$ cat config.mk
export PLATFORM = sky130hd
export DESIGN_NAME = plt_ctrl
export DESIGN_NICKNAME = d
export VERILOG_FILES = /design/src/rtl/core/plt_pkg.sv /design/src/rtl/core/plt_ctrl.sv
export SDC_FILE = /design/constraint.sdc
export NUM_CORES = 1
export LEC_CHECK = 0
export ABC_CLOCK_PERIOD_IN_PS = 5480
export BUFFER_PORTS_ARGS = -buffer_cell sky130_fd_sc_hd__buf_4
export CAP_MARGIN = 30
export CORE_MARGIN = 2
export CORE_UTILIZATION = 40
export CTS_CLUSTER_SIZE = 16
export DETAILED_ROUTE_END_ITERATION = 7
export GPL_ROUTABILITY_DRIVEN = 0
export GPL_TIMING_DRIVEN = 0
export PLACE_DENSITY = 0.76
export SLEW_MARGIN = 20
export SYNTH_ARGS = -nofsm -noshare
export SYNTH_HDL_FRONTEND = slang
export SYNTH_SLANG_ARGS = --single-unit
export TNS_END_PERCENT = 20
$ cat constraint.sdc
create_clock -name clk -period 5.48 [get_ports clk]
set_clock_uncertainty 0.15 [all_clocks]
set_input_delay 0.274 -clock clk [delete_from_list [all_inputs] [get_ports clk]]
set_output_delay 0.274 -clock clk [all_outputs]
set_load 0.005 [all_outputs]
$ cat src/rtl/core/plt_pkg.sv
// plt_pkg: shared types and codes for the peer liveness table.
// No dependencies; imported by every module of the block.
`default_nettype none
package plt_pkg;
    localparam int TIMEOUT_W = 16;
    localparam int MODE_W    = 3;
    localparam int PING_W    = 20;
    localparam int SUM_W     = 32;
    localparam int CNT_W     = 16;
    localparam int KIND_W    = 2;
    localparam int ID_W      = 4;
    localparam int ACT_W     = 5;

    localparam logic [1:0] OP_REGISTER = 2'd0;
    localparam logic [1:0] OP_PING     = 2'd1;
    localparam logic [1:0] OP_TICK     = 2'd2;

    localparam logic [1:0] EV_CONNECTED = 2'd0;
    localparam logic [1:0] EV_LOST      = 2'd1;
    localparam logic [1:0] EV_REPORT    = 2'd2;
    localparam logic [1:0] EV_END       = 2'd3;

    localparam logic       CFG_TIMEOUT  = 1'b0;
    localparam logic       CFG_INTERVAL = 1'b1;

    localparam logic [PING_W-1:0] MIN_SENTINEL = '1;

    // controller -> datapath
    typedef struct packed {
        logic              load_item;   // capture input item
        logic              do_register;
        logic              do_ping;
        logic              scan_peer;   // connected/lost walk for one peer
        logic              report_peer; // report walk for one peer
        logic              div_start;
        logic              clear_stats; // clear stats of reported peer
        logic              emit_scan;   // load output with scan event
        logic              emit_report;
        logic              emit_end;
        logic              cd_update;   // reload or decrement countdown
        logic [ID_W:0]     peer;
    } plt_cmd_t;

    // datapath -> controller
    typedef struct packed {
        logic [1:0] op;
        logic       peer_live;
        logic       scan_event;   // scan of current peer gives an event
        logic       cd_zero;
        logic       div_done;
        logic       out_free;
    } plt_sts_t;
endpackage
`default_nettype wire

$ cat src/rtl/core/plt_ctrl.sv
// plt_ctrl: sequencer for register, ping and the tick walks.
// Depends on plt_pkg.
`default_nettype none
module plt_ctrl
    import plt_pkg::*;
#(
    parameter int PEERS = 16
)
(
    input  wire logic      clk,
    input  wire logic      rst_n,
    input  wire logic      in_valid,
    output logic           in_ready,
    input  wire plt_sts_t  sts,
    output plt_cmd_t       cmd
);
    localparam logic [2:0] S_IDLE   = 3'd0;
    localparam logic [2:0] S_DECODE = 3'd1;
    localparam logic [2:0] S_SCAN   = 3'd2;
    localparam logic [2:0] S_RPT    = 3'd3;
    localparam logic [2:0] S_DIV    = 3'd4;
    localparam logic [2:0] S_END    = 3'd5;

    logic [2:0]    state_reg, state_next;
    logic [ID_W:0] peer_reg, peer_next;
    logic          rpt_reg, rpt_next;
    logic          last_peer;

    assign last_peer = peer_reg == (ID_W+1)'(PEERS - 1);
    assign in_ready  = state_reg == S_IDLE;

    always_comb
    begin
        state_next = state_reg;
        peer_next  = peer_reg;
        rpt_next   = rpt_reg;
        cmd        = '0;
        cmd.peer   = peer_reg;
        unique case (state_reg)
            S_IDLE:
            begin
                if (in_valid)
                begin
                    cmd.load_item = 1'b1;
                    state_next    = S_DECODE;
                end
            end
            S_DECODE:
            begin
                peer_next = '0;
                priority if (sts.op == OP_REGISTER)
                begin
                    cmd.do_register = 1'b1;
                    state_next      = S_IDLE;
                end
                else if (sts.op == OP_PING)
                begin
                    cmd.do_ping = 1'b1;
                    state_next  = S_IDLE;
                end
                else if (sts.op == OP_TICK)
                    state_next = S_SCAN;
                else
                    state_next = S_IDLE;
            end
            S_SCAN:
            begin
                if (!sts.scan_event || sts.out_free)
                begin
                    cmd.scan_peer = 1'b1;
                    cmd.emit_scan = sts.scan_event;
                    if (last_peer)
                    begin
                        peer_next    = '0;
                        rpt_next     = sts.cd_zero;
                        cmd.cd_update = 1'b1;
                        state_next   = sts.cd_zero ? S_RPT : S_END;
                    end
                    else
                        peer_next = peer_reg + 1'b1;
                end
            end
            S_RPT:
            begin
                if (sts.peer_live)
                begin
                    cmd.div_start = 1'b1;
                    state_next    = S_DIV;
                end
                else if (last_peer)
                    state_next = S_END;
                else
                    peer_next = peer_reg + 1'b1;
            end
            S_DIV:
            begin
                if (sts.div_done && sts.out_free)
                begin
                    cmd.emit_report = 1'b1;
                    cmd.clear_stats = 1'b1;
                    if (last_peer)
                        state_next = S_END;
                    else
                    begin
                        peer_next  = peer_reg + 1'b1;
                        state_next = S_RPT;
                    end
                end
            end
            S_END:
            begin
                if (sts.out_free)
                begin
                    cmd.emit_end = 1'b1;
                    state_next   = S_IDLE;
                end
            end
            default: state_next = S_IDLE;
        endcase
    end

    always_ff @(posedge clk or negedge rst_n)
    begin
        if (!rst_n)
        begin
            state_reg <= S_IDLE;
            peer_reg  <= '0;
            rpt_reg   <= 1'b0;
        end
        else
        begin
            state_reg <= state_next;
            peer_reg  <= peer_next;
            rpt_reg   <= rpt_next;
        end
    end

    a_emit_one: assert property (@(posedge clk) disable iff (!rst_n)
        $onehot0({cmd.emit_scan, cmd.emit_report, cmd.emit_end}))
        else $error("two result loads at once");
    a_accept_idle: assert property (@(posedge clk) disable iff (!rst_n)
        cmd.load_item |=> state_reg == S_DECODE)
        else $error("accepted item not decoded");
    a_report_marked: assert property (@(posedge clk) disable iff (!rst_n)
        state_reg == S_DIV |-> rpt_reg)
        else $error("report outside a report tick");
    a_peer_range: assert property (@(posedge clk) disable iff (!rst_n)
        state_reg != S_IDLE && state_reg != S_DECODE |-> peer_reg < (ID_W+1)'(PEERS))
        else $error("peer index out of range");
endmodule
`default_nettype wire

-- Yosys cells after proc, flatten, opt, wreduce, memory -nomap -nowiden
Cells that the tools add are included.
- add/subtract/negate cells: 1
- multipliers: 0
- divide/modulo/power cells: 0
- order comparisons: 0
- equality and inequality tests: 15
- shifts and indexed selects: 0
- muxes and demuxes: 38
- bitwise operators: 0
- reduce and logical (&&, ||, !) cells: 8
- operators by type and width (operator ; number):
    3-bit 2-to-1 mux ; 11
    5-bit 2-to-1 mux ; 5
    5-bit one-hot mux with 4 select lines ; 1
    1-bit 2-to-1 mux ; 18
    3-bit one-hot mux with 6 select lines ; 1
    2-bit != test, second input constant ; 6
    3-bit by 2-bit equality test with 1-bit output, second input constant ; 2
    3-bit equality test, second input constant ; 2
    6-bit AND reduction ; 1
    5-bit by 1-bit adder with 5-bit output, second input constant ; 1
    5-bit by 4-bit equality test with 1-bit output, second input constant ; 1
    2-bit 2-to-1 mux ; 2
    4-bit AND reduction ; 1
    4-bit nonzero test ; 1
    3-bit by 1-bit equality test with 1-bit output, second input constant ; 1
    3-bit logical NOT ; 1
    3-bit != test, second input constant ; 1
    2-bit by 1-bit equality test with 1-bit output, second input constant ; 1
    2-bit equality test, second input constant ; 1
    2-bit logical NOT ; 1
    1-bit logical AND ; 1
    1-bit logical NOT ; 1
    1-bit logical OR ; 1
- bits in registers: 8
- latch bits: 0
- RAM bits: 0
- ROM bits: 0
- output and inout bits: 17
- word-level logic and storage cells: 64
- memories kept: 0

-- Logic depth before layout (Yosys ltp)
- depth in word-level cells: 5
- gate-level depth with buffers: 7
- gate-level depth less buffers: 7

-- Worst setup path before layout
OpenSTA, ideal clock, no wires.
- kind: register to register
- start: register peer_reg[0]
- end: register peer_reg[0]
- library setup time: 125 ps
- arrival: 1954 ps
- required time: 5205 ps
- setup slack: 3251 ps
- cell stages (with the launch flop): 8
- path buffers: 0
- period minus slack after synthesis: 2229 ps
- path through: dfrtp_1 -> ha_1 -> and3_1 -> ha_1 -> and4b_1 -> and2_4 -> nand2b_4 -> mux2_4
- longest elaborated chain between the ends: 4
- elaborated cells between the ends (all ways): 8
- ends and longest elaborated chain (item ; RTL line ; text):
    start: declaration ; plt_ctrl.sv:25 ; logic [ID_W:0] peer_reg, peer_next;
    start signal: assignment ; plt_ctrl.sv:133 ; peer_reg <= peer_next;
    5-bit by 1-bit adder with 5-bit output / 5-bit by 4-bit equality test with 1-bit output (equally long branches) ; - ;
    5-bit 2-to-1 mux, on equally long branches ; plt_ctrl.sv:90, plt_ctrl.sv:101, plt_ctrl.sv:72 ;
    5-bit 2-to-1 mux, on equally long branches ; plt_ctrl.sv:97, plt_ctrl.sv:68, plt_ctrl.sv:85 ;
    5-bit one-hot mux with 4 select lines * ; plt_ctrl.sv:39 ; unique case (state_reg)
Mark *: on every way between the ends. The rest lies on a longest branch, timed or not. The select of a mux whose other input is x is not followed.
A chain may end at the register's enable or synchronous reset.

-- Worst setup path in the final report
- start: register peer_reg[0]
- end: register peer_reg[1]
The elaborated chain is that of the path after synthesis.

==> run_results.csv <==
group,metric,value,unit
run_status,outcome,"completed",
critical_path,worstSetupPathType,"flip-flop to flip-flop",
pwr,clockPowerShare,9.9,%
placement,io_buffers,25,
grt,grt_pass1_wl,3440,microns
yosys,syn_nets,109,
floorplan,pin_count,27,
pwr,ir_drop,0.294,mV
pwr,leakagePower,0.511,nW
yosys,yosysTopAreaCellShare,24.2,%
yosys,synth_top_family_by_area,"simple AND/OR/NAND/NOR gates",
timing,maxSlewViolCount,0,
floorplan,die_width,49.5,microns
pwr,total_power,0.444,mW
pwr,power.density,410,nW/um^2
clocking,cts.htree.levels,1,
pwr,intPower,0.248,mW
clocking,postCtsSetupBuffers,0,
yosys,syn_avg_cell_area,8.63,sq um
pwr,switchingPower,0.195,mW
yosys,synth_simple_gate_area_share,33.7,%
routing,via_per_inst,5.49,
grt,grt_pass1_vias,815,
yosys,synth_adder_area_share,4.53,%
yosys,syn_area,828,sq um
grt,grt_use_total,17.9,%
clocking,cts.path.max_buffers,2,
yosys,post-synth-top-area-cell,"dfrtp_1",
routing,drt-total-wl,2080,microns
cells_and_area,largest_register_ffs,5,
critical_path,cp-end-kind,"flip-flop",
timing,finalSetupTns,0,ns
routing,ant_nets,0,
yosys,synth-compound-area-share,22.1,%
cells_and_area,multi_input_area,559,sq um
floorplan,core-area,1960,sq um
critical_path,crit_start,"peer_reg[0]",
clocking,cts_tree,"built",
grt,antenna_found_initial,0,
yosys,async_reset_ff_share,100,%
critical_path,crit_required,5.46,ns
grt,gr-max-usage-layer,"met2",
grt,grt_use_met2,30.4,%
critical_path,worstPathMaxFanout,8,
yosys,ys.flop_type,"dfrtp_1",
timing,rsz0062_at_grt,"false",
critical_path,cp-start-kind,"flip-flop",
pwr,switching_share,44.0,%
timing,period_needed,2.47,ns
timing,finalHoldViolCount,0,
floorplan,die_h,49.5,microns
routing,drt_iter0_markers,18,
floorplan,fp.dieArea,2450,sq um
critical_path,reg2reg_to,"peer_reg[1]",
yosys,synth-edff-count,0,
cells_and_area,fillers,203,
hold_path,worstHoldPathType,"input pin to async pin",
critical_path,crit_end,"peer_reg[1]",
yosys,seq_area_frac_synth,24.2,%
yosys,synthTopCellsByArea,"dfrtp_1, mux2_4, and3_1, ha_1, nor2b_1",
yosys,synth.distinct_cells,41,
routing,via_count,835,
timing,fin_crit_sh,45.1,%
yosys,synth-xor-area-share,0,%
yosys,syn_inst,96,
pwr,combPwrFrac,68.1,%
floorplan,num_rows,16,
cells_and_area,nNetsFinal,140,
floorplan,start_util,42.2,%
yosys,synth_common_cells,"dfrtp_1, nor2_1, and3_1",
clocking,clock-root-buffer,"clkbuf_4",
placement,place_hpwl,1620,microns
critical_path,reg2reg_depth,7,
clocking,numCtsBuffers,3,
clocking,clk_pin_slew,0.05,ns
run,drv_cap,0,
grt,met1_usage,22.0,%
routing,drc,0,
routing,avgRoutedWirePerCell,13.7,microns
timing,hold_ws,0.227,ns
clocking,clock-sinks,8,
grt,grt_max_degree,11,
pwr,pwr-share-seq,22.1,%
critical_path,cp.arrival,2.45,ns
grt,use_met3,3.03,%
cells_and_area,layout-drive-gt1-share,35.2,%
yosys,synthMuxAreaShare,6.80,%
cells_and_area,area_growth_syn_to_layout,30.7,%
grt,grt_remaining_overflow,0,
yosys,ys_seq_elements,8,
cells_and_area,antennaDiodeCount,0,
cells_and_area,seq_area,200,sq um
timing,setup_viol,0,
routing,dr.pass1.iters,4,
critical_path,reg2reg_slack,3.01,ns
timing,fmax,0.404,GHz
critical_path,r2r-start,"peer_reg[0]",
clocking,insertion_delay,0.25,ns
yosys,ys_warn_count,0,
cell families after synthesis:
kind of cell | count (synthesis)
fa+ha+maj | 3
other cells | 1
compound gates | 23
buf+inv | 13
flops | 8
simple gates | 44
mux | 4
what timing repair did:
action | 4_1_cts | 5_1_grt
hold buffers | 1 | 0
endpoints found under the hold margin | 8 | 0
resized for setup | 0 | 0
final cells by class:
| class | count | area share [%] |
|---|---|---|
| plain buffers | 7 | 4.28 |
| multi-input cells | 75 | 51.7 |
| repair buffers | 26 | 18.3 |
| well taps | 27 | 3.12 |
| inverters | 6 | 2.08 |
| clock buffers | 3 | 2.08 |
| flip-flops and latches | 8 | 18.5 |
layout by cell type (no fill, tap or decap), types with 2 or more instances in the layout:
master and count:
a21oi_1 2, a2bb2oi_1 2, a31oi_1 4, and2_1 2, and3_1 6, and4_1 2, buf_2 4, buf_4 27
clkbuf_4 3, dfrtp_1 8, ha_1 3, inv_1 5, mux2_4 3, nand2_1 5, nand2b_1 4, nor2_1 8
nor2b_1 5, nor4_1 2, o21ai_1 3, o22ai_1 3, o32ai_1 2
power by group through the flow:
stage	registers (mW)	logic (mW)	clock network [mW]
6_report	0.0980	0.302	0.0438
4_1_cts	0.0980	0.303	0.0457
3_3_place_gp	0.0981	0.295	0
3_5_place_dp	0.0988	0.301	0
5_1_grt	0.101	0.333	0.0488
2_1_floorplan	0.0946	0.218	0
worst min path at each step:
stage / startpoint / end / cells past startpoint
5_1_grt: rst_n / peer_reg[0] / 2
2_1_floorplan: rst_n / peer_reg[0] / 0
6_report: rst_n / peer_reg[2] / 2
3_5_place_dp: rst_n / peer_reg[2] / 1
3_3_place_gp: rst_n / peer_reg[2] / 1
4_1_cts: rst_n / peer_reg[2] / 2
critical path: stages, from the launching register on:
cell and delay [ns]:
dfrtp_1 0.44, ha_1 0.27, and3_1 0.22, ha_1 0.28, and4b_1 0.36, and2_4 0.18
nand2b_4 0.15, mux2_4 0.30
per-stage QoR:
stage               setup WS, ns  std cells  utilization [%]  instance area [sq um]
global placement            3.06        148             53.5                   1050
global route                2.91        152             55.2                   1080
finish                      3.01        152             55.2                   1080
detailed placement          3.03        148             53.5                   1050
floorplan                   3.25         96                -                    828
CTS                         3.01        152             55.2                   1080
layer usage:
layer,up-vias,share of wire (%)
met1,394,44
met5,-,0
met4,0,0.77
met2,26,50
met3,2,5.3
li1,413,-
Power figures use the tool's default switching activity.
